**src/rtl/core/rgbyuv_pkg.sv**
```systemverilog
`timescale 1ns / 1ps
`default_nettype none

package rgbyuv_pkg;

    // Per-pixel chroma in 8.16 fixed point, clamped to 0..255
    localparam int FIX_W      = 24;
    // Sum of two clamped 8.16 values
    localparam int PAIR_SUM_W = FIX_W + 1;
    localparam logic [FIX_W-1:0] FIX_MAX = 24'hFF0000;

    // Depth of the queue between front and back
    localparam int QUEUE_DEPTH = 4;

    // What the back end does with a pixel's chroma
    typedef enum logic [1:0] {
        KIND_LEFT,   // even column: hold as left neighbor
        KIND_STORE,  // odd column of an even row: store the pair sum
        KIND_CLOSE   // odd column of an odd row: close the 2x2 block
    } t_kind;

    typedef struct packed {
        logic [7:0] red;
        logic [7:0] green;
        logic [7:0] blue;
        logic       frame_start;
    } t_pixel_in;

    typedef struct packed {
        logic [7:0] luma;
        logic       chroma_valid;
        logic [7:0] cb;
        logic [7:0] cr;
    } t_pixel_out;

    // Classified, converted pixel handed from front to back
    typedef struct packed {
        t_kind            kind;
        logic [7:0]       luma;
        logic [FIX_W-1:0] u_fix;
        logic [FIX_W-1:0] v_fix;
    } t_work;

endpackage

`default_nettype wire

```
**src/rtl/core/rgbyuv_queue.sv**
```systemverilog
`timescale 1ns / 1ps
`default_nettype none

module rgbyuv_queue #(
    parameter int DATA_W = 68
) (
    input  wire               i_clk,
    input  wire               i_rst_n,
    input  wire               i_push,
    input  wire [DATA_W-1:0]  i_data,
    output logic              o_ready,
    output logic              o_valid,
    output logic [DATA_W-1:0] o_data,
    input  wire               i_pop
);

    import rgbyuv_pkg::*;

    localparam int PTR_W = $clog2(QUEUE_DEPTH);
    localparam int CNT_W = $clog2(QUEUE_DEPTH + 1);

    logic [DATA_W-1:0] r_mem [QUEUE_DEPTH];
    logic [PTR_W-1:0]  r_wr_ptr, r_rd_ptr;
    logic [CNT_W-1:0]  r_count;
    logic              do_push, do_pop;

    assign o_ready = (r_count != CNT_W'(QUEUE_DEPTH));
    assign o_valid = (r_count != '0);
    assign o_data  = r_mem[r_rd_ptr];
    assign do_push = i_push && o_ready;
    assign do_pop  = i_pop && o_valid;

    // Track pointers and fill level
    always_ff @(posedge i_clk) begin
        if (!i_rst_n) begin
            r_wr_ptr <= '0;
            r_rd_ptr <= '0;
            r_count  <= '0;
        end else begin
            if (do_push) begin
                r_wr_ptr <= r_wr_ptr + PTR_W'(1);
            end
            if (do_pop) begin
                r_rd_ptr <= r_rd_ptr + PTR_W'(1);
            end
            if (do_push && !do_pop) begin
                r_count <= r_count + CNT_W'(1);
            end else if (do_pop && !do_push) begin
                r_count <= r_count - CNT_W'(1);
            end
        end
    end

    // Hold the request payloads
    always_ff @(posedge i_clk) begin
        if (do_push) begin
            r_mem[r_wr_ptr] <= i_data;
        end
    end

endmodule

`default_nettype wire

```
**config.mk**
```make
export PLATFORM = sky130hd
export DESIGN_NAME = rgbyuv_queue
export DESIGN_NICKNAME = d
export VERILOG_FILES = /design/src/rtl/core/rgbyuv_pkg.sv /design/src/rtl/core/rgbyuv_queue.sv
export SDC_FILE = /design/constraint.sdc
export NUM_CORES = 1
export LEC_CHECK = 0
export BUFFER_PORTS_ARGS = -buffer_cell sky130_fd_sc_hd__buf_2
export CORE_UTILIZATION = 57
export CTS_CLUSTER_SIZE = 14
export DETAILED_ROUTE_END_ITERATION = 6
export PLACE_DENSITY = 0.8
export SETUP_SLACK_MARGIN = 0.05
export SLEW_MARGIN = 10
export SYNTH_ARGS = -nofsm -noshare
export SYNTH_HDL_FRONTEND = slang
export SYNTH_SLANG_ARGS = --single-unit
```
**constraint.sdc**
```tcl
create_clock -name i_clk -period 4.21 [get_ports i_clk]
set_clock_uncertainty 0.2 [all_clocks]
set_input_delay 0.6315 -clock i_clk [delete_from_list [all_inputs] [get_ports i_clk]]
set_output_delay 0.6315 -clock i_clk [all_outputs]
set_load 0.01 [all_outputs]
```
Yosys cells after proc, flatten, opt, wreduce, memory -nomap -nowiden
Memories as Yosys holds them, arrays and structs flattened. A register that Yosys moved wholly into a read port is not among the register bits. Index checks and enable logic that the tools add are counted.

Input port bits: 72. Bits in writable memories: 272. Register bits after elaboration: 7. Memories: 1.

Memory list: r_mem (depth 4, bits a word 68, read ports 1, clocked after Yosys merged registers in 1, write ports 1, RTL line rgbyuv_queue.sv:22) `logic [DATA_W-1:0] r_mem [QUEUE_DEPTH];`.

Equal/unequal tests: 1. Multiplexer cells: 6. Reductions and logical operators: 8. Add/sub/neg operators: 4.

Operators by type and width (number): $mux W3 (2); $add A2 B1 Y2 const B (2); $logic_and A1 B1 Y1 (4); $mux W2 (2); $add A3 B1 Y3 const B (1); $ne A3 B3 Y1 const B (1); $reduce_bool A3 Y1 (1); $sub A3 B1 Y3 const B (1); $logic_not A1 Y1 (2); $mux W1 (2); $reduce_bool A2 Y1 (1).

Depth between registers and ports, before layout
Gate-level depths: netlist of the first run.

Word-level depth: 6. Gate-level depth with buffers: 8.

Least setup slack after synthesis of the first run
OpenSTA, ideal clock, no wires.

Path type: input -> register. Start: in i_push. End: mem r_mem[0][0], enable pin. Stages: 2. Setup time: 0.433 ns. Data arrival time: 2.548 ns. Required time: 3.577 ns. Setup slack: 1.028 ns. Buffers on the path: 0. Cell sequence: a21boi_2 > and2_1.

Word-level cells in the longest chain between the ends: 3.

RTL lines: start, declared (RTL line rgbyuv_queue.sv:9) `input wire i_push,`; $logic_and A1 B1 Y1 (RTL line rgbyuv_queue.sv:30) `assign do_push = i_push && o_ready;`; $mux W1 (RTL line rgbyuv_queue.sv:56) `if (do_push) begin`; $mux W1 (implied by the code) (RTL line rgbyuv_queue.sv:57) `r_mem[r_wr_ptr] <= i_data;`; end, declared (RTL line rgbyuv_queue.sv:22).

Every way passes these cells.

==> run_results.csv, run 1 <==
group,metric,value,unit
outcome,outcome,"finished clean",
die,dieWidth,136,µm
cts,cts_resized,0,
sta,finalSetupTns,0,ns
sta,rsz0062_at_grt,"false",
die,die_h,136,µm
drt,drt-total-wl,17600,µm
critical_path,worstPathMaxFanout,29,
cts,hold_buffers,0,
synth,syn-cell-area,0.0103,mm²
cts,htree_levels,1,
synth,syn_inst,404,
cts,cts_sinks,281,
min_path,min_path_type,"input port to flip-flop",
sta,finalWorstSetupSlack,1.02,ns
sta,slew-limit-headroom,0.291,
placed_design,hpwl,9840,µm
placed_design,dp_slack,1.43,ns
synth,synth_area_per_cell,25.5,µm²
layout,final_cell_mix,"edfxtp_1, buf_2, mux4_2",
sta,worstMarginPinSlew,1.06,ns
cts,cts_tree,"built",
die,die_area,0.0186,mm²
cts,clk_pin_slew,0.06,ns
sta,max_clock_freq,0.313,GHz
placed_design,dpl-instance-area,0.0112,mm²
cts,clk-insertion-delay-late,0.52,ns
cts,cts_made_buffers,28,
critical_path,cp.arrival,2.36,ns
layout,nets,638,
die,core,0.0175,mm²
die,io-pin-count,142,
drt,ant_nets,0,
layout,finalNonFillerCells,808,
layout,drive_gt1_frac,0.437,
drt,avgViaCountPerCell,5.74,
drt,drt-pass1-iter-count,4,
critical_path,worstSetupPathType,"flip-flop to output pin",
power,p_leak,4.05,nW
placed_design,numPlacedInstances,755,
cts,cts_post_setup_buffers_inserted,0,
sta,post-route-period-util,0.758,
layout,final.fill_count,1085,
synth,synth_cell_types,24,
global_routing,grt_pass1_vias,5012,
global_routing,grt_max_degree,69,
global_routing,grt_pass1_wl,27000,µm
drt,wl_per_cell,21.7,µm
sta,fin_crit,3.19,ns
global_routing,overflow,0,
layout,final_area,0.0121,mm²
drt,vias,4635,
sta,finalMaxSlewViolations,0,
critical_path,end_kind,"output pin",
synth,synth.net_count,482,
global_routing,grt_use_total,0.197,
cts,ctsLongestPathBuffers,3,
critical_path,r2r_setup_slack,1.58,ns
synth,synth_top_area_share,0.792,
die,rows,48,
power,powerDensity,616,mW/mm²
synth,yosys.area.top_type,"edfxtp_1",
critical_path,start_kind,"flip-flop",
sta,final_hold_viol_count,0,
cts,cts_root_buf,"clkbuf_16",
critical_path,cp.required,3.38,ns
synth,synth-seq-area-share,0.810,
placed_design,io_buffers,141,
drt,drtIter0Drc,299,
die,start_util,0.590,
sta,setup_viol,0,
layout,layout_commonest_cell,"edfxtp_1",
layout,area_delta_synth_final,17.0,%
synth,yosysWarnings,0,
drt,drc,0,
global_routing,antenna_found_initial,3,
placed_design,gp_congestion,0.695,
synth,synthTopCellsByArea,"edfxtp_1, mux4_2, dfxtp_1",
job,maxCapViolCount,0,
power,ir_drop,0.451,mV
synth,ys_seq_elements,281,
-- path summary, 6_finish.rpt --
| path | to | cells after the start | startpoint |
|---|---|---|---|
| hold reg to reg | r_wr_ptr[0] | 2 | r_wr_ptr[0] |
| hold / removal | r_mem[3][67] | 1 | i_data[67] |
| setup / recovery | o_data[22] | 3 | flip-flop |
| setup reg to reg | r_count[2] | 8 | r_count[0] |
-- registers in the layout, summed over array words and instances (netlist names), named ones only --
register	cells
r_count	3
r_rd_ptr	2
r_mem	272
r_wr_ptr	2
-- metal layers --
layer  vias to the layer above  part of all wire  global-route usage
met1                      2414              0.41               0.259
met5                         -            0.0013                   0
met3                        29             0.068              0.0519
met2                       152              0.50               0.328
met4                         4             0.018              0.0574
li1                       2036                 -                   -
-- metrics by stage --
| step | utilization | total power, W | hold slack, ns |
|---|---|---|---|
| final | 0.690 | 0.00743 | 0.119 |
| after global routing | 0.690 | 0.00776 | 0.0987 |
| after CTS | 0.690 | 0.00752 | 0.0955 |
| after detailed placement | 0.641 | 0.00525 | 0.296 |
| after global placement | 0.641 | 0.00519 | 0.275 |
| after floorplan | - | 0.00472 | 0.268 |
-- cells in the mapped netlist, drive strengths merged --
| master | instances |
|---|---|
| a21boi | 2 |
| nor2b | 1 |
| or3 | 2 |
| xnor2 | 3 |
| ha | 5 |
| o31ai | 1 |
| inv | 3 |
| o311ai | 1 |
| o21ai | 1 |
| clkbuf | 5 |
| nor2 | 1 |
| dfxtp | 9 |
| xor2 | 1 |
| mux4 | 68 |
| fa | 1 |
| edfxtp | 272 |
| buf | 12 |
| and2 | 8 |
| mux2i | 3 |
| nand2 | 5 |
-- kinds of logic after synthesis --
| group | share of synthesized area |
|---|---|
| flip-flops | 0.810 |
| multiplexers | 0.151 |
| adder cells (fa/ha/maj) | 0.00801 |
| AND/OR/NAND/NOR | 0.00886 |
| buffers and inverters | 0.0147 |
| AO/OA/AOI/OAI | 0.00388 |
| XOR/XNOR | 0.00340 |
-- worst max-delay path, cell delays in order (launching register included) --
cell and delay, ns:
dfxtp_4 0.75, buf_4 0.38, mux4_2 0.54, buf_2 0.16
-- where the power goes --
part	switching [W]	internal, W	leakage (nW)
sequential	0.000203	0.00341	2.57
clock	0.000942	0.00133	0.416
combinational	0.000744	0.000804	1.06
total	0.00189	0.00554	4.05
-- layout make-up --
cell class / count / area [µm²] / area share
Clock buffer: 46 / 830 / 0.0688
Timing Repair Buffer: 143 / 733 / 0.0608
Inverter: 3 / 11.3 / 0.000934
Sequential cell: 281 / 8360 / 0.693
Multi-Input combinational cell: 103 / 1820 / 0.151
Clock inverter: 5 / 22.5 / 0.00187
Tap cell: 225 / 282 / 0.0233
Antenna cell: 2 / 5.00 / 0.000415
(Power assumes the default switching activity.)
==> inputs of run 2 (changes only) <==
==> constraint.sdc (replaced) <==
create_clock -name i_clk -period 3.1 [get_ports i_clk]
set_clock_uncertainty 0.2 [all_clocks]
set_input_delay 0.465 -clock i_clk [delete_from_list [all_inputs] [get_ports i_clk]]
set_output_delay 0.465 -clock i_clk [all_outputs]
set_load 0.01 [all_outputs]
==> run_results.csv, run 2 (synthesis results as in run 1) <==
group,metric,value,unit
drt,vias,4952,
critical_path,r2r_setup_slack,0.50,ns
sta,finalMaxSlewViolations,0,
sta,post-route-period-util,0.918,
layout,nets,715,
sta,max_clock_freq,0.352,GHz
cts,cts_resized,0,
min_path,hold_start,"i_rst_n",
sta,slew-limit-headroom,0.640,
placed_design,io_buffers,141,
placed_design,hpwl,10700,µm
global_routing,grt_pass1_wl,28800,µm
cts,clk-insertion-delay-late,0.52,ns
sta,worstMarginPinSlew,0.540,ns
cts,htree_levels,1,
critical_path,cp.required,2.43,ns
layout,drive_gt1_frac,0.403,
drt,drt-total-wl,18900,µm
min_path,hold_depth,2,
cts,cts_sinks,281,
placed_design,gp_congestion,0.738,
cts,cts_tree,"built",
critical_path,end_kind,"output pin",
min_path,min_path_type,"input port to flip-flop",
drt,wl_per_cell,21.4,µm
layout,finalNonFillerCells,883,
layout,final_area,0.0130,mm²
job,maxCapViolCount,0,
placed_design,dpl-instance-area,0.0114,mm²
layout,largest-register,"r_mem",
power,ir_drop,0.585,mV
sta,whs,0.0748,ns
critical_path,rr_endpoint,"r_count[2]",
drt,drc,0,
critical_path,reg2reg_depth,8,
global_routing,grt_pass1_vias,5492,
sta,final_hold_viol_count,0,
drt,avgViaCountPerCell,5.61,
global_routing,antenna_found_initial,1,
die,rows,48,
critical_path,r2r_start,"r_count[0]",
cts,clk_pin_slew,0.06,ns
cts,cts_made_buffers,27,
sta,rsz0062_at_grt,"false",
layout,final_cell_mix,"edfxtp_1, buf_2, mux4_2, dlygate4sd3_1, clkbuf_16",
layout,top_regs,"r_mem x272, r_count x3",
die,io-pin-count,142,
cts,cts_root_buf,"clkbuf_16",
layout,largest_register_ffs,272,
die,die_h,136,µm
sta,finalSetupTns,0,ns
critical_path,start_kind,"flip-flop",
global_routing,overflow,0,
layout,area_delta_synth_final,25.7,%
cts,cts_post_setup_buffers_inserted,0,
drt,drtIter0Drc,318,
cts,ctsLongestPathBuffers,3,
die,dieWidth,136,µm
die,start_util,0.590,
layout,layout_commonest_cell,"edfxtp_1",
die,core,0.0175,mm²
sta,setup_viol,0,
critical_path,cp.arrival,2.18,ns
outcome,outcome,"finished clean",
placed_design,numPlacedInstances,765,
die,die_area,0.0186,mm²
critical_path,worstSetupPathType,"flip-flop to output pin",
global_routing,grt_max_degree,69,
power,p_leak,4.43,nW
drt,ant_nets,0,
drt,drt-pass1-iter-count,4,
global_routing,grt_use_total,0.209,
critical_path,worstPathMaxFanout,24,
power,powerDensity,814,mW/mm²
sta,fin_crit,2.84,ns
layout,final.fill_count,975,
==> run 2: cell count changes in the layout (fill, tap and decap cells not counted), sizes merged <==
cell         change
bufinv           +6
clkinvlp         +1
clkinv           +5
dlygate4sd3     +68
diode            -1
clkbuf          -15
buf             +10
inv              +1
==> run 2: worst max-delay path: stages, from the launching register on <==
cell and delay, ns:
dfxtp_4 0.63, buf_12 0.29, mux4_2 0.56, buf_2 0.16
==> run 2: worst max-delay path by stage <==
stage / to / cells after the start / startpoint / slack (ns)
after floorplan: r_mem[2][0] / 3 / r_count[0] / 0.05
after global placement: r_count[2] / 8 / i_push / 0.70
after detailed placement: r_count[2] / 8 / r_count[0] / 0.56
after CTS: o_data[40] / 3 / flip-flop / 0.19
after global routing: o_data[40] / 3 / flip-flop / 0.12
final: o_data[40] / 3 / flip-flop / 0.26
==> run 2: final cells by class <==
class,count,area [µm²],area share
inverters,3,11.3,0.000869
flip-flops and latches,281,8360,0.645
multi-input cells,103,1820,0.140
well taps,225,282,0.0217
clock buffers,31,691,0.0533
repair buffers,221,1560,0.121
diodes,1,2.50,0.000193
clock inverters,18,236,0.0182
==> run 2: report_power, final <==
part           switching (W)  internal, W
sequential          0.000219      0.00461
combinational        0.00112      0.00121
clock                0.00130      0.00209
total                0.00263      0.00791
==> run 2: through the flow <==
stage | power, W | util | worst slack, ns
after floorplan | 0.00640 | - | 0.0512
after global placement | 0.00713 | 0.650 | 0.699
after CTS | 0.0106 | 0.742 | 0.195
after global routing | 0.0110 | 0.742 | 0.120
after detailed placement | 0.00720 | 0.650 | 0.558
final | 0.0105 | 0.742 | 0.255
==> run 2: timing repair <==
action                                  in CTS  in global routing
hold buffers                                68                  0
hold endpoints to repair                   272                  0
endpoints found under the setup margin       0                  0
==> run 2: metal layers <==
| layer | up-vias | wire length, µm | GRT usage |
|---|---|---|---|
| li1 | 2189 | - | - |
| met1 | 2575 | 7670 | 0.273 |
| met2 | 156 | 9800 | 0.354 |
| met3 | 32 | 1040 | 0.0411 |
| met4 | 0 | 408 | 0.0679 |
| met5 | - | 0 | 0 |
