### src/rtl/core/rgbyuv_pkg.sv
`timescale 1ns / 1ps
`default_nettype none

package rgbyuv_pkg;

    // Per-pixel chroma in 8.16 fixed point, clamped to 0..255
    localparam int FIX_W      = 24;
    // Sum of two clamped 8.16 values
    localparam int PAIR_SUM_W = FIX_W + 1;
    localparam logic [FIX_W-1:0] FIX_MAX = 24'hFF0000;

    // Depth of the queue between front and back
    localparam int QUEUE_DEPTH = 4;

    // What the back end does with a pixel's chroma
    typedef enum logic [1:0] {
        KIND_LEFT,   // even column: hold as left neighbor
        KIND_STORE,  // odd column of an even row: store the pair sum
        KIND_CLOSE   // odd column of an odd row: close the 2x2 block
    } t_kind;

    typedef struct packed {
        logic [7:0] red;
        logic [7:0] green;
        logic [7:0] blue;
        logic       frame_start;
    } t_pixel_in;

    typedef struct packed {
        logic [7:0] luma;
        logic       chroma_valid;
        logic [7:0] cb;
        logic [7:0] cr;
    } t_pixel_out;

    // Classified, converted pixel handed from front to back
    typedef struct packed {
        t_kind            kind;
        logic [7:0]       luma;
        logic [FIX_W-1:0] u_fix;
        logic [FIX_W-1:0] v_fix;
    } t_work;

endpackage

`default_nettype wire

### src/rtl/core/rgbyuv_front.sv
`timescale 1ns / 1ps
`default_nettype none

module rgbyuv_front #(
    parameter int MAX_WIDTH = 2048,
    parameter int COL_W     = 11,
    parameter int PAIR_W    = 10
) (
    input  wire                      i_clk,
    input  wire                      i_rst_n,
    input  wire                      i_push,
    input  rgbyuv_pkg::t_pixel_in    i_pixel,
    output logic                     o_full,
    input  wire [11:0]               i_line_width,
    output logic                     o_valid,
    output rgbyuv_pkg::t_work        o_work,
    output logic [PAIR_W-1:0]        o_pair,
    input  wire                      i_ready
);

    import rgbyuv_pkg::*;

    localparam int PROD_W = 26;
    localparam int SUM_W  = 28;
    localparam int WCMP_W = ($clog2(MAX_WIDTH + 1) > 12) ? $clog2(MAX_WIDTH + 1) : 12;

    localparam logic signed [PROD_W-1:0] C_YR = 26'sd19589;
    localparam logic signed [PROD_W-1:0] C_YG = 26'sd38443;
    localparam logic signed [PROD_W-1:0] C_YB = 26'sd7504;
    localparam logic signed [PROD_W-1:0] C_UR = -26'sd11062;
    localparam logic signed [PROD_W-1:0] C_UG = -26'sd21706;
    localparam logic signed [PROD_W-1:0] C_UB = 26'sd32768;
    localparam logic signed [PROD_W-1:0] C_VR = 26'sd32768;
    localparam logic signed [PROD_W-1:0] C_VG = -26'sd27420;
    localparam logic signed [PROD_W-1:0] C_VB = -26'sd5348;
    localparam logic signed [SUM_W-1:0]  C_HALF = 28'sd8388608;
    localparam logic signed [SUM_W-1:0]  FIX_MAX_S = SUM_W'(FIX_MAX);

    function automatic logic [FIX_W-1:0] clamp_fix(input logic signed [SUM_W-1:0] s);
        logic [FIX_W-1:0] res;
        if (s < 0) begin
            res = '0;
        end else if (s > FIX_MAX_S) begin
            res = FIX_MAX;
        end else begin
            res = s[FIX_W-1:0];
        end
        return res;
    endfunction

    // Position tracking
    logic [COL_W-1:0]  r_col, n_col;
    logic              r_row_odd, n_row_odd;

    // Stage 1: products and classification
    logic                     r_s1_valid;
    t_kind                    r_s1_kind;
    logic [PAIR_W-1:0]        r_s1_pair;
    logic signed [PROD_W-1:0] r_yr, r_yg, r_yb, r_ur, r_ug, r_ub, r_vr, r_vg, r_vb;

    // Stage 2: clamped values
    logic              r_s2_valid;
    t_work             r_s2_work;
    logic [PAIR_W-1:0] r_s2_pair;

    logic              s1_ready, s2_ready, accept;
    logic [COL_W-1:0]  x;
    logic              odd_row;
    logic [WCMP_W-1:0] lw_ext, eff_width;
    logic [WCMP_W:0]   x_next;
    logic [COL_W-1:0]  pair_full;
    t_kind             kind;
    logic signed [SUM_W-1:0] y_sum, u_sum, v_sum;
    logic [FIX_W-1:0]  y_fix;

    // Stall control
    assign s2_ready = !r_s2_valid || i_ready;
    assign s1_ready = !r_s1_valid || s2_ready;
    assign accept   = i_push && s1_ready;
    assign o_full   = !s1_ready;

    // Clamp the configured width and work out this pixel's position
    always_comb begin
        lw_ext = WCMP_W'(i_line_width);
        if (lw_ext < WCMP_W'(2)) begin
            eff_width = WCMP_W'(2);
        end else if (lw_ext > WCMP_W'(MAX_WIDTH)) begin
            eff_width = WCMP_W'(MAX_WIDTH);
        end else begin
            eff_width = lw_ext;
        end
        x       = i_pixel.frame_start ? '0 : r_col;
        odd_row = i_pixel.frame_start ? 1'b0 : r_row_odd;
        x_next  = (WCMP_W + 1)'(x) + (WCMP_W + 1)'(1);
        if (x_next >= {1'b0, eff_width}) begin
            n_col     = '0;
            n_row_odd = !odd_row;
        end else begin
            n_col     = x_next[COL_W-1:0];
            n_row_odd = odd_row;
        end
        pair_full = x >> 1;
        if (!x[0]) begin
            kind = KIND_LEFT;
        end else if (!odd_row) begin
            kind = KIND_STORE;
        end else begin
            kind = KIND_CLOSE;
        end
    end

    // Advance position on each accepted request
    always_ff @(posedge i_clk) begin
        if (!i_rst_n) begin
            r_col     <= '0;
            r_row_odd <= 1'b0;
        end else if (accept) begin
            r_col     <= n_col;
            r_row_odd <= n_row_odd;
        end
    end

    // Stage 1 valid
    always_ff @(posedge i_clk) begin
        if (!i_rst_n) begin
            r_s1_valid <= 1'b0;
        end else if (s1_ready) begin
            r_s1_valid <= i_push;
        end
    end

    // Stage 1 payload: coefficient products
    always_ff @(posedge i_clk) begin
        if (accept) begin
            r_s1_kind <= kind;
            r_s1_pair <= pair_full[PAIR_W-1:0];
            r_yr <= $signed({1'b0, i_pixel.red})   * C_YR;
            r_yg <= $signed({1'b0, i_pixel.green}) * C_YG;
            r_yb <= $signed({1'b0, i_pixel.blue})  * C_YB;
            r_ur <= $signed({1'b0, i_pixel.red})   * C_UR;
            r_ug <= $signed({1'b0, i_pixel.green}) * C_UG;
            r_ub <= $signed({1'b0, i_pixel.blue})  * C_UB;
            r_vr <= $signed({1'b0, i_pixel.red})   * C_VR;
            r_vg <= $signed({1'b0, i_pixel.green}) * C_VG;
            r_vb <= $signed({1'b0, i_pixel.blue})  * C_VB;
        end
    end

    // Sum the products and clamp to 0..255 in 8.16
    always_comb begin
        y_sum = SUM_W'(r_yr) + SUM_W'(r_yg) + SUM_W'(r_yb);
        u_sum = SUM_W'(r_ur) + SUM_W'(r_ug) + SUM_W'(r_ub) + C_HALF;
        v_sum = SUM_W'(r_vr) + SUM_W'(r_vg) + SUM_W'(r_vb) + C_HALF;
        y_fix = clamp_fix(y_sum);
    end

    // Stage 2 valid
    always_ff @(posedge i_clk) begin
        if (!i_rst_n) begin
            r_s2_valid <= 1'b0;
        end else if (s2_ready) begin
            r_s2_valid <= r_s1_valid;
        end
    end

    // Stage 2 payload
    always_ff @(posedge i_clk) begin
        if (r_s1_valid && s2_ready) begin
            r_s2_work.kind  <= r_s1_kind;
            r_s2_work.luma  <= y_fix[FIX_W-1:16];
            r_s2_work.u_fix <= clamp_fix(u_sum);
            r_s2_work.v_fix <= clamp_fix(v_sum);
            r_s2_pair       <= r_s1_pair;
        end
    end

    assign o_valid = r_s2_valid;
    assign o_work  = r_s2_work;
    assign o_pair  = r_s2_pair;

endmodule

`default_nettype wire

### config.mk
export PLATFORM = sky130hd
export DESIGN_NAME = rgbyuv_front
export DESIGN_NICKNAME = d
export VERILOG_FILES = /design/src/rtl/core/rgbyuv_pkg.sv /design/src/rtl/core/rgbyuv_front.sv
export SDC_FILE = /design/constraint.sdc
export NUM_CORES = 1
export LEC_CHECK = 0
export BUFFER_PORTS_ARGS = -buffer_cell sky130_fd_sc_hd__buf_2
export CORE_MARGIN = 2
export CORE_UTILIZATION = 57
export CTS_BUF_LIST = sky130_fd_sc_hd__clkbuf_16
export CTS_CLUSTER_SIZE = 8
export DETAILED_ROUTE_END_ITERATION = 8
export PLACE_DENSITY = 0.77
export SLEW_MARGIN = 20
export SYNTH_ARGS = -nofsm -noshare
export SYNTH_HDL_FRONTEND = slang
export SYNTH_SLANG_ARGS = --single-unit
### constraint.sdc
create_clock -name i_clk -period 7.1 [get_ports i_clk]
set_input_delay 0.71 -clock i_clk [delete_from_list [all_inputs] [get_ports i_clk]]
set_output_delay 0.71 -clock i_clk [all_outputs]
set_load 0.02 [all_outputs]
Word level (Yosys, flattened, before mapping)

Index checks and enable logic that the tools add are counted.

Bits in registers: 265
Bits in latches: 0
Memory bits (writable): 0
Bits in read-only memories: 0
Memories kept: 0

$add $sub $neg: 9
Multiply operators: 7
Divide/modulo/power cells: 0
Magnitude comparators: 9
Eq/ne operators: 0
Shifts and indexed selects: 0
Multiplexer cells: 10
Bitwise logic cells: 0
Reductions and logical operators: 10

Operators by type and width:

| operator                                                                           | count |
|---|---|
| 24-bit two-way mux                                                                 | 3 |
| 27-bit by 25-bit adder with 28-bit output (second input constant)                  | 2 |
| 28-bit by 25-bit greater-than comparator with 1-bit output (second input constant) | 2 |
| 28-bit by 1-bit < comparator with 1-bit output (second input constant)             | 2 |
| 24-bit by 25-bit adder with 26-bit output                                          | 2 |
| 9-bit by 14-bit multiplier with 23-bit output (second input constant)              | 2 |
| 26-bit by 23-bit adder with 27-bit output                                          | 1 |
| 26-bit by 24-bit adder with 27-bit output                                          | 1 |
| 25-bit by 21-bit adder with 26-bit output                                          | 1 |
| 26-bit by 24-bit greater-than comparator with 1-bit output (second input constant) | 1 |
| 26-bit by 1-bit < comparator with 1-bit output (second input constant)             | 1 |
| 23-bit by 24-bit adder with 25-bit output                                          | 1 |
| 8-bit by 16-bit multiplier with 24-bit output (second input constant)              | 1 |
| 9-bit by 15-bit multiplier with 24-bit output (second input constant)              | 1 |
| 12-bit two-way mux                                                                 | 2 |
| 8-bit by 15-bit multiplier with 23-bit output (second input constant)              | 1 |
| 11-bit two-way mux                                                                 | 2 |
| 9-bit by 12-bit multiplier with 21-bit output (second input constant)              | 1 |
| 8-bit by 9-bit multiplier with 17-bit output (second input constant)               | 1 |
| 11-bit by 1-bit adder with 12-bit output (second input constant)                   | 1 |
| 12-bit >= comparator                                                               | 1 |
| 12-bit greater-than comparator (second input constant)                             | 1 |
| 12-bit by 2-bit < comparator with 1-bit output (second input constant)             | 1 |
| 1-bit logical NOT                                                                  | 4 |
| 5 further kinds                                                                    | 9 |

Longest topological paths before layout

Gate-level depths: netlist (run 1).

Depth after elaboration: 5
Mapped depth: 19
Gate-level depth less buffers: 19

Worst setup path after synthesis (run 1)

No wires, ideal clock.

Path kind: input -> register
Start: input port i_ready
End: register r_s1_kind[0] (enable)
Setup time: 603 ps
Arrival time: 5843 ps
Path slack: 654 ps
Cell stages on the path: 5
Path through: nor2b_1 nand2_1 nand2_1 inv_1 clkbuf_1

Word-level cells in the longest chain between the ends: 3

RTL lines:

| item                 | line                | RTL |
|---|---|---|
| start, declared      | rgbyuv_front.sv:18  | `input wire i_ready` |
| 1-bit logical OR     | rgbyuv_front.sv:77  | `assign s2_ready = !r_s2_valid \|\| i_ready;` |
| 1-bit logical OR     | rgbyuv_front.sv:78  | `assign s1_ready = !r_s1_valid \|\| s2_ready;` |
| 1-bit logical AND    | rgbyuv_front.sv:79  | `assign accept = i_push && s1_ready;` |
| named net accept     | rgbyuv_front.sv:66  | `logic s1_ready, s2_ready, accept;` |
| end signal, assigned | rgbyuv_front.sv:135 | `r_s1_kind <= kind;` |
| end, declared        | rgbyuv_front.sv:57  | `t_kind r_s1_kind;` |

The timed path passes the listed nets, and every way through them passes these cells.
A chain may end at the register's enable or synchronous reset.

Worst setup path after layout (run 1)

Start: input port i_pixel[10] (netlist bit)
End: register r_ug[24] (netlist name)

Word-level cells in the longest chain between the ends: 1

RTL lines:

| item                                          | line                | RTL |
|---|---|---|
| start, declared                               | rgbyuv_front.sv:12  | `input rgbyuv_pkg::t_pixel_in i_pixel,` |
| 9-bit by 15-bit multiplier with 24-bit output | rgbyuv_front.sv:141 | `r_ug <= $signed({1'b0, i_pixel.green}) * C_UG;` |

Every way passes these cells.

==> key figures, run 1 <==
Setup path
  • CP Launch Point: i_pixel[10]
  • Worst setup EP type: flop
  • Setup CP Type: in2reg
  • Worst EP arrival: 6090 ps
  • CP Cell Sequence: buf_2 -> inv_1 -> ha_1 -> inv_1 -> fa_1 -> ha_1 -> inv_1 -> fa_1 -> inv_1 -> ha_1 -> a21o_1 -> a21oi_1 -> o21ai_0 -> o41ai_1 -> o21ai_0 -> o41ai_1 -> o211ai_1 -> a31o_2 -> a21oi_1 -> xor2_1
  • Reg2reg end: o_work[14]
  • Critical path data required time: roughly 7400 ps
  • Crit-path slowest cell: fa_1
  • R2R depth: 13
  • Most used cell, CP: inv_1
  • Startpoint Class: input port
  • Crit path to: r_ug[24]
  • CP peak stage delay: around 600 ps
  • RR Startpoint: r_yg[0]
  • Setup slack, reg-to-reg: roughly 2300 ps
  • Highest net fanout along the worst path: 12

Floorplan
  • Core Box Area: roughly 0.045 sq mm
  • Row cnt: 78
  • Die X: 218.3 um
  • Die area: between 0.04 and 0.05 sq mm
  • Initial core utilization: between 50% and 60%
  • IO Count: about 110
  • Die H: 218.3 um

Clock network
  • Post-CTS Hold Fix Bufs: 0
  • Clock transition at path regs: about 50 ps
  • CTS sink cnt: 250
  • CTS tree: built
  • H-tree Lvls: 2
  • Root Buffer: clkbuf_16
  • Num CTS Buffers: 37
  • CTS resizes: 0
  • Postcts setup bufs: 0
  • Clock latency on the worst-skew pair: 580 ps
  • Clock Path Buffers: 3

STA
  • Max Clk Rate: roughly 0.17 GHz
  • Max-slew violations: 0
  • Final hold violation count: 0
  • Max transition margin: 31.83%
  • Worst setup margin: roughly 1300 ps
  • Setup_tns: 0 ps
  • Final setup vio count: 0
  • Slew @ Worst Pin: between 1000 and 1500 ps
  • Min cycle time layout: about 5800 ps
  • Unrepaired setup endpoints after global routing: false
  • Post-route clock period utilization: approximately four fifths
  • Max Clock Skew: around 35 ps

Pwr
  • PwrDens: between 400 and 500 mW/mm^2
  • VDD IR-drop max: between 0.3 and 0.4 mV
  • Static leakage: roughly 14 nW

Cells and area
  • Synth-to-layout area growth: 8.644%
  • Fill cell count: between 3000 and 4000
  • Share of cells above drive strength 1: under 10%
  • Fin util: approximately 63%
  • Nets: 3369

GRT
  • GRT Residual Overflow: 0
  • Largest net degree at the start of global routing: ~100
  • Number of global-route vias before repair: ~19000
  • Global-route wire length before repair: around 94000 um
  • Total track usage: between 20% and 30%
  • Initial antenna violation count: 5

Status
  • Status: complete, no violations

Placed design
  • Final Wtd Congestion: 0.9272
  • HPWL after detailed placement: between 40000 and 50000 um
  • Worst slack, placed: ~870 ps
  • # port buffers: ~110

Synth
  • Ys Warns: 0
  • FFs w/ async S/R, synth: 0%
  • Post-synth EDFFs: about 240
  • Synth area leader: edfxtp_1
  • Main synth FF type: edfxtp_1
  • Synth Instances: 2509
  • Synth unique cells: 74
  • Mapped cell area: between 0.02 and 0.03 sq mm
  • Syn avg cell area: ~10 sq um
  • Most common cell in the netlist: inv_1
  • Seq/Total Area, Yosys: 28.15%
  • Commonest cells in the netlist: 481 x inv_1, 467 x ha_1, 236 x edfxtp_1, 223 x fa_1, 134 x nor2_1
  • FF+latch count, synth: 250
  • Yosys top cell area share: a little over a quarter
  • Synth area leaders: edfxtp_1 27%, ha_1 22%, fa_1 17%, inv_1 6.9%, xnor2_1 3.9%

Drt
  • Routed via count: between 15000 and 20000
  • Antenna-violating nets left: 0
  • DR vias/cell: 5.582
  • Iter 0 DRT Violations: 1130
  • Total routed wirelength: about 58000 um
  • DRC: 0
  • Wire per inst: approximately 18 um
  • Drt first pass iters: 6

Min path
  • Type of the worst min-delay path: in2reg
  • Worst hold start: i_push

Run
  • Max Cap Viol: 0
## layout by cell type, fill, tap and decap left out, types with 12 or more instances in the layout
master,synthesis,layout
nor3_1,46,46
a211oi_1,17,17
a21oi_1,126,126
a21boi_0,14,14
ha_1,467,467
buf_2,4,107
dfxtp_1,14,14
o21bai_1,18,18
nor2b_1,37,36
nand2_1,92,92
edfxtp_1,236,236
fa_1,223,223
a21o_1,45,45
clkbuf_16,0,37
nor2_1,134,134
a31oi_1,12,12
xnor2_1,117,117
xor2_1,49,49
nand2b_1,28,28
nand3_1,53,53
inv_1,481,490
o21ai_0,74,74
and3_1,27,27
o21a_1,24,24
## area by class of cell
class / instances / area [sq um] / area share, %
diodes: 1 / 2.502 / 0.008802
clock inverters: 15 / 107.6 / 0.3785
repair buffers: 111 / 565.5 / 1.989
flip-flops and latches: 250 / 7367 / 25.91
multi-input cells: 1756 / 16900 / 59.43
well taps: 600 / 750.7 / 2.640
inverters: 482 / 1814 / 6.381
clock buffers: 37 / 925.9 / 3.257
## metrics by stage
step	hold slack, ps	cells	area, sq um	total power, W
floorplan	400.3	2511	26180	0.01001
global placement	404.4	3199	27400	0.01184
detailed placement	405.2	3199	27400	0.01214
global route	383.0	3252	28430	0.01517
CTS	342.3	3251	28430	0.01385
finish	365.8	3252	28430	0.01385
## worst max-delay path, delay by kind of cell
family	cells	cell delay [ps]
compound gates	9	2670
fa+ha+maj	5	1940
buf+inv	5	680
xor+xnor	1	80
## where the power goes
group / leakage, nW / total (W) / switching, W / internal [W]
registers: 2.39 / 0.00286 / 0.000270 / 0.00259
clock network: 0.538 / 0.00160 / 0.000666 / 0.000934
logic: 10.8 / 0.00939 / 0.00546 / 0.00393
## worst min-delay path by stage
stage | end | slack (ps) | cells after the start
after global placement | o_pair[0] | 400 | 0
after global routing | r_s1_valid | 380 | 2
after floorplan | o_pair[0] | 400 | 0
after detailed placement | o_pair[7] | 410 | 0
after CTS | r_s1_valid | 340 | 2
final | r_s1_valid | 370 | 2
## per-layer routing
layer,vias to the layer above,global-route usage [%],part of all wire [%]
li1,8803,-,-
met1,8818,32.69,44
met2,421,43.47,49
met3,104,3.104,4.2
met4,8,8.617,3.0
met5,-,0,0.076
## state kept, by name (all words and copies together) (netlist names), 2 cells and up
name,count
o_work,55
r_ub,7
r_vb,21
r_vr,6
r_s1_kind,2
r_ur,20
r_ug,21
r_col,11
r_yg,24
r_vg,22
r_s1_pair,10
o_pair,10
r_yb,15
r_yr,23
## kinds of logic after synthesis
group / Yosys count / share of synthesized area (%)
xor gates and xnor gates: 166 / 5.556
other: 1 / 0.01433
buffers and inverters: 505 / 7.334
muxes: 3 / 0.1148
AOI/OAI and AO/OA: 407 / 10.23
adders and majority gates: 690 / 39.39
DFF: 250 / 28.15
and+or+nand+nor: 487 / 9.214
(Power assumes the default switching activity.)
==> run 2: changes to the inputs <==
- clock period: 7.1 -> 5.4 ns (I/O delays scaled with it)
==> run 2 against run 1 <==
Net effect: final area grew 0.78%; register-to-register slack lost 1600 ps; non-clock buffer count increased by 27; hold slack got worse by 140 ps; critical path type unchanged; largest power group unchanged.
==> key figures, run 2 (same netlist as run 1, synthesis figures left out) <==
Floorplan
  • Die H: 218.3 um (unchanged)
  • Row cnt: 78 (unchanged)
  • IO Count: 111 (unchanged)
  • Core Box Area: 0.04538 sq mm (unchanged)
  • Die X: 218.3 um (unchanged)
  • Die area: 0.04764 sq mm (unchanged)
  • Initial core utilization: 57.66% (unchanged)

Setup path
  • Setup CP Type: in2reg
  • Top Family by Delay on Critical Path: compound AO/OA/AOI/OAI gates
  • CP Cell Sequence: buf_2 -> inv_1 -> ha_1 -> inv_1 -> fa_1 -> ha_1 -> inv_1 -> fa_1 -> inv_1 -> ha_1 -> a21o_1 -> a21oi_1 -> o21ai_0 -> o41ai_1 -> o21ai_0 -> o41ai_1 -> buf_4 -> o211ai_1 -> a31o_2 -> a21oi_1 -> xor2_1
  • Worst setup EP type: flop
  • Crit path buf inv count: 6 (+1)
  • Critical path data required time: 5690 ps (-1690 ps)
  • CP peak stage delay: 590 ps (about the same)
  • Startpoint Class: input port
  • Setup slack, reg-to-reg: 770 ps (-1570 ps)
  • Worst EP arrival: 5250 ps (-840 ps)
  • Most used cell, CP: inv_1
  • Crit-path slowest cell: fa_1
  • Highest net fanout along the worst path: 3 (-9)

Cells and area
  • Synth-to-layout area growth: 9.491%
  • Most common library cell in the layout ignoring fill and taps: inv_1
  • Share of cells above drive strength 1: 7.583% (+0.98 points)
  • Number of flip-flops in the largest register: 55 (unchanged)
  • Nets: 3396 (+0.80%)
  • Fin util: 63.14% (+0.49 points)
  • Commonest cells after routing, fill and taps aside: 489 x inv_1, 467 x ha_1, 236 x edfxtp_1

STA
  • Slew @ Worst Pin: 977.6 ps (-44.87 ps)
  • Max Clock Skew: 23.72 ps (-11.12 ps)
  • Worst setup margin: 434.3 ps (-854.4 ps)
  • Max transition margin: 34.83% (+3.0 points)
  • Max Clk Rate: ~0.2 GHz
  • Post-route clock period utilization: 91.96%
  • Min cycle time layout: between 4000 and 5000 ps
  • Final setup vio count: 0 (unchanged)
  • Unrepaired setup endpoints after global routing: false
  • Final hold violation count: 0 (unchanged)
  • Max-slew violations: 0 (unchanged)

GRT
  • Global-route wire length before repair: 97590 um (+3.3%)
  • GRT Residual Overflow: 0 (unchanged)
  • Total track usage: 26.10% (+0.95 points)
  • Number of global-route vias before repair: 19040 (+0.88%)
  • Largest net degree at the start of global routing: 102 (-0.97%)
  • Initial antenna violation count: 4 (-1)

Pwr
  • Switching Fraction: 46.90% (+0.69 points)
  • Sw power: 0.008721 W (+36%)
  • Clock network power share: 11.3% (-0.3 points)
  • Logic pwr share: 68.6% (+0.8 points)
  • VDD IR-drop max: 0.5448 mV (+46%)
  • Static leakage: 13.91 nW (+0.95%)
  • Seq pwr share: 20.0% (-0.6 points)
  • PwrDens: 648.9 mW/mm^2 (+33%)
  • P_int: 0.009873 W (+33%)

Placed design
  • HPWL after detailed placement: 48980 um (+4.0%)
  • Final Wtd Congestion: 0.9028 (-2.6%)
  • # port buffers: 107 (unchanged)
  • Worst slack, placed: -98.61 ps (-972.3 ps)

Clock network
  • CTS tree: built
  • CTS sink cnt: 250 (unchanged)
  • Clock Path Buffers: 3 (unchanged)
  • Clock transition at path regs: 50 ps (about the same)
  • Postcts setup bufs: 0 (unchanged)
  • CTS resizes: 0 (unchanged)
  • Post-CTS Hold Fix Bufs: 0 (unchanged)
  • Clock latency on the worst-skew pair: 560 ps (-20 ps)
  • H-tree Lvls: 2 (unchanged)
  • Root Buffer: clkbuf_16
  • Num CTS Buffers: 37 (unchanged)

Drt
  • DR vias/cell: 5.563 (-0.34%)
  • Total routed wirelength: 59820 um (+3.7%)
  • Iter 0 DRT Violations: 1139 (+0.80%)
  • DRC: 0 (unchanged)
  • Routed via count: 18240 (+0.46%)
  • Drt first pass iters: 5 (-1)
  • Wire per inst: 18.25 um (+2.8%)
  • Antenna-violating nets left: 0 (unchanged)

Run
  • Max Cap Viol: 0 (unchanged)

Status
  • Status: complete, no violations

Min path
  • Type of the worst min-delay path: in2reg
## run 2: per-stage QoR
step           TNS (ps)  hold WS (ps)  std cells  total power (W)  area, sq um
6_report              0         227.4       3278          0.01859        28650
5_1_grt               0         227.6       3277          0.02031        28650
4_1_cts               0         201.6       3277          0.01859        28640
3_5_place_dp     -137.3         404.5       3226          0.01632        27610
3_3_place_gp          0         402.7       3226          0.01587        27610
2_1_floorplan         0         400.3       2511          0.01315        26180
## run 2: layout make-up
class                   count  area [sq um]
multi-input cells        1756         16900
fillers                  3584         16730
flip-flops and latches    250          7367
inverters                 482          1814
clock buffers              37         925.9
repair buffers            138         780.7
well taps                 600         750.7
clock inverters            14         107.6
diodes                      1         2.502
## run 2: final timing paths
path,endpoint,start,cells after the start
hold / removal,r_s1_valid,i_push,2
setup reg to reg,o_work[14],r_yr[1],10
setup / recovery,r_ug[24],i_pixel[10],21
hold reg to reg,o_pair[5],r_s1_pair[5],0
## run 2: metal layers
layer / vias to the layer above / routed length (um) / GRT usage (%)
met5: - / 37 / 0
met1: 8869 / 26480 / 34.30
li1: 8862 / - / -
met2: 402 / 28660 / 44.44
met3: 98 / 2783 / 3.967
met4: 6 / 1860 / 8.254
## run 2: power groups by stage
stage / Combinational, W / Clock [W] / Sequential (W)
2_1_floorplan: 0.00928 / 0 / 0.00387
3_3_place_gp: 0.0121 / 0 / 0.00375
3_5_place_dp: 0.0126 / 0 / 0.00377
4_1_cts: 0.0127 / 0.00215 / 0.00374
5_1_grt: 0.0143 / 0.00223 / 0.00380
6_report: 0.0128 / 0.00211 / 0.00372
==> run 3: changes to the inputs <==
- PLACE_DENSITY: 0.77 -> 0.75
- clock period: 5.4 -> 6.04 ns (I/O delays scaled with it)
==> run 3 against run 2 <==
Net effect: die area stayed put; largest power group unchanged; final cell count is 0.52% lower; critical endpoint unchanged; critical path type unchanged; core utilization is 0.29 points lower; global-route usage is 0.31 points lower.
==> key figures, run 3 (same netlist as run 1, synthesis figures left out) <==
Status
  • Status: complete, no violations

Setup path
  • Most used cell, CP: inv_1
  • RR Startpoint: r_yg[0]
  • CP Cell Sequence: buf_2 -> inv_1 -> ha_1 -> inv_1 -> fa_1 -> ha_1 -> inv_1 -> fa_1 -> inv_1 -> ha_1 -> a21o_1 -> a21oi_1 -> o21ai_0 -> o41ai_1 -> o21ai_0 -> o41ai_1 -> o211ai_1 -> a31o_2 -> a21oi_1 -> xor2_1
  • Worst EP arrival: 5570 ps (+320 ps)
  • CP Launch Point: i_pixel[10]
  • Worst setup EP type: flop
  • Critical path data required time: 6300 ps (+610 ps)
  • Startpoint Class: input port
  • CP peak stage delay: 590 ps (about the same)
  • Crit-path slowest cell: fa_1
  • Setup CP Type: in2reg
  • Highest net fanout along the worst path: 4 (+1)

Placed design
  • HPWL after detailed placement: 48640 um (-0.70%)
  • Placed cell area: 0.02750 sq mm (-0.41%)
  • # port buffers: 107 (unchanged)
  • Inst Count DP: 3211 (-0.46%)
  • Final Wtd Congestion: 0.9021 (about the same)

Drt
  • DRC: 0 (unchanged)
  • Wire per inst: 18.08 um (-0.93%)
  • Antenna-violating nets left: 0 (unchanged)
  • Routed via count: 18010 (-1.2%)
  • DR vias/cell: 5.524 (-0.71%)
  • Total routed wirelength: 58960 um (-1.4%)
  • Drt first pass iters: 6 (+1)
  • Iter 0 DRT Violations: 1009 (-11%)

Pwr
  • VDD IR-drop max: 0.4167 mV (-24%)
  • P_int: 0.008810 W (-11%)
  • Sw power: 0.007568 W (-13%)
  • Clock network power share: 11.4% (about the same)
  • Logic pwr share: 68.4% (-0.2 points)
  • Seq pwr share: 20.2% (+0.2 points)
  • Design Power: 0.01638 W (-12%)
  • PwrDens: 574.2 mW/mm^2 (-12%)
  • Static leakage: 13.84 nW (-0.50%)
  • Switching Fraction: 46.21% (-0.69 points)

Clock network
  • Clock latency on the worst-skew pair: 540 ps (-20 ps)
  • CTS resizes: 0 (unchanged)
  • Post-CTS Hold Fix Bufs: 0 (unchanged)
  • Root Buffer: clkbuf_16
  • Clock Path Buffers: 3 (unchanged)
  • CTS sink cnt: 250 (unchanged)
  • Clock transition at path regs: 50 ps (about the same)
  • H-tree Lvls: 2 (unchanged)
  • CTS tree: built
  • Num CTS Buffers: 37 (unchanged)
  • Postcts setup bufs: 0 (unchanged)

STA
  • Setup_tns: 0 ps (unchanged)
  • Max transition margin: 32.55% (-2.3 points)
  • Final hold violation count: 0 (unchanged)
  • Slew @ Worst Pin: 1003 ps (+24.96 ps)
  • Max Clock Skew: 22.13 ps (-1.585 ps)
  • Unrepaired setup endpoints after global routing: false
  • Min cycle time layout: between 5000 and 6000 ps
  • Max Clk Rate: ~0.19 GHz
  • Post-route clock period utilization: roughly 88%
  • Final setup vio count: 0 (unchanged)
  • Max-slew violations: 0 (unchanged)

Min path
  • Worst hold start: i_push
  • Type of the worst min-delay path: in2reg

Cells and area
  • Inserted Diodes: 0 (-1)
  • Final instance area: 0.02852 sq mm (-0.46%)
  • Final non-filler cell total: 3261 (-0.52%)
  • Nets: 3381 (-0.44%)
  • Fin util: 62.85% (-0.29 points)
  • Commonest cells after routing, fill and taps aside: 489 x inv_1, 467 x ha_1, 236 x edfxtp_1
  • Share of cells above drive strength 1: 7.065% (-0.52 points)
  • Number of flip-flops in the largest register: 55 (unchanged)
  • Synth-to-layout area growth: 8.989%
  • Most common library cell in the layout ignoring fill and taps: inv_1

Floorplan
  • Initial core utilization: 57.66% (unchanged)
  • IO Count: 111 (unchanged)
  • Die H: 218.3 um (unchanged)
  • Die area: 0.04764 sq mm (unchanged)
  • Row cnt: 78 (unchanged)
  • Core Box Area: 0.04538 sq mm (unchanged)
  • Die X: 218.3 um (unchanged)

GRT
  • GRT Residual Overflow: 0 (unchanged)
  • Total track usage: 25.78% (-0.31 points)
  • Number of global-route vias before repair: 18730 (-1.6%)
  • Initial antenna violation count: 2 (-2)
  • Global-route wire length before repair: 96340 um (-1.3%)
  • Largest net degree at the start of global routing: 94 (-7.8%)

Run
  • Max Cap Viol: 0 (unchanged)
run 3: changes by cell type in the layout (fill, tap and decap cells not counted):
cell | before | now
nor4_1 | 8 | 9
inv_6 | 1 | 2
diode_2 | 1 | 0
clkinv_8 | 1 | 0
clkinv_1 | 3 | 1
clkinv_2 | 0 | 1
inv_16 | 1 | 0
clkinv_16 | 1 | 0
nor4_2 | 1 | 0
clkbuf_16 | 37 | 39
buf_4 | 30 | 15
run 3: area by class of cell:
class / instances / area [sq um]
Tap cell: 600 / 750.7
Clock buffer: 39 / 975.9
Multi-Input combinational cell: 1756 / 16900
Fill cell: 3610 / 16860
Inverter: 482 / 1814
Timing Repair Buffer: 123 / 668.1
Sequential cell: 250 / 7367
Clock inverter: 11 / 47.55
run 3: final timing paths:
path / endpoint / slack (ps) / depth (start not counted)
min reg2reg: o_work[57] / 420 / 0
max: r_ug[24] / 730 / 20
max reg2reg: o_work[12] / 1290 / 13
min: r_s1_valid / 310 / 2
run 3: per-stage QoR:
stage / hold slack, ps / setup WS, ps
2_1_floorplan: 400.3 / 920.1
3_3_place_gp: 405.2 / 357.1
3_5_place_dp: 406.8 / 301.6
4_1_cts: 272.8 / 832.6
5_1_grt: 305.1 / 420.7
6_report: 307.1 / 734.3
run 3: layer usage:
metal  vias up  GRT usage, %  share of wire (%)
met4         2         5.578                1.9
li1       8835             -                  -
met2       393         43.35                 48
met5         -             0              0.031
met1      8712         35.59                 46
met3        71         3.646                4.5
run 3: power groups by stage:
stage | sequential [W] | combinational (W) | clock [W]
floorplan | 0.00346 | 0.00830 | 0
global placement | 0.00333 | 0.0108 | 0
detailed placement | 0.00335 | 0.0111 | 0
CTS | 0.00332 | 0.0112 | 0.00190
global route | 0.00337 | 0.0126 | 0.00197
finish | 0.00331 | 0.0112 | 0.00187
run 3: critical path: cells and delay by family:
kind            cells  cell delay, ps
compound gates      9            2440
fa+ha+maj           5            1920
buf+inv             5             540
xor+xnor            1              80
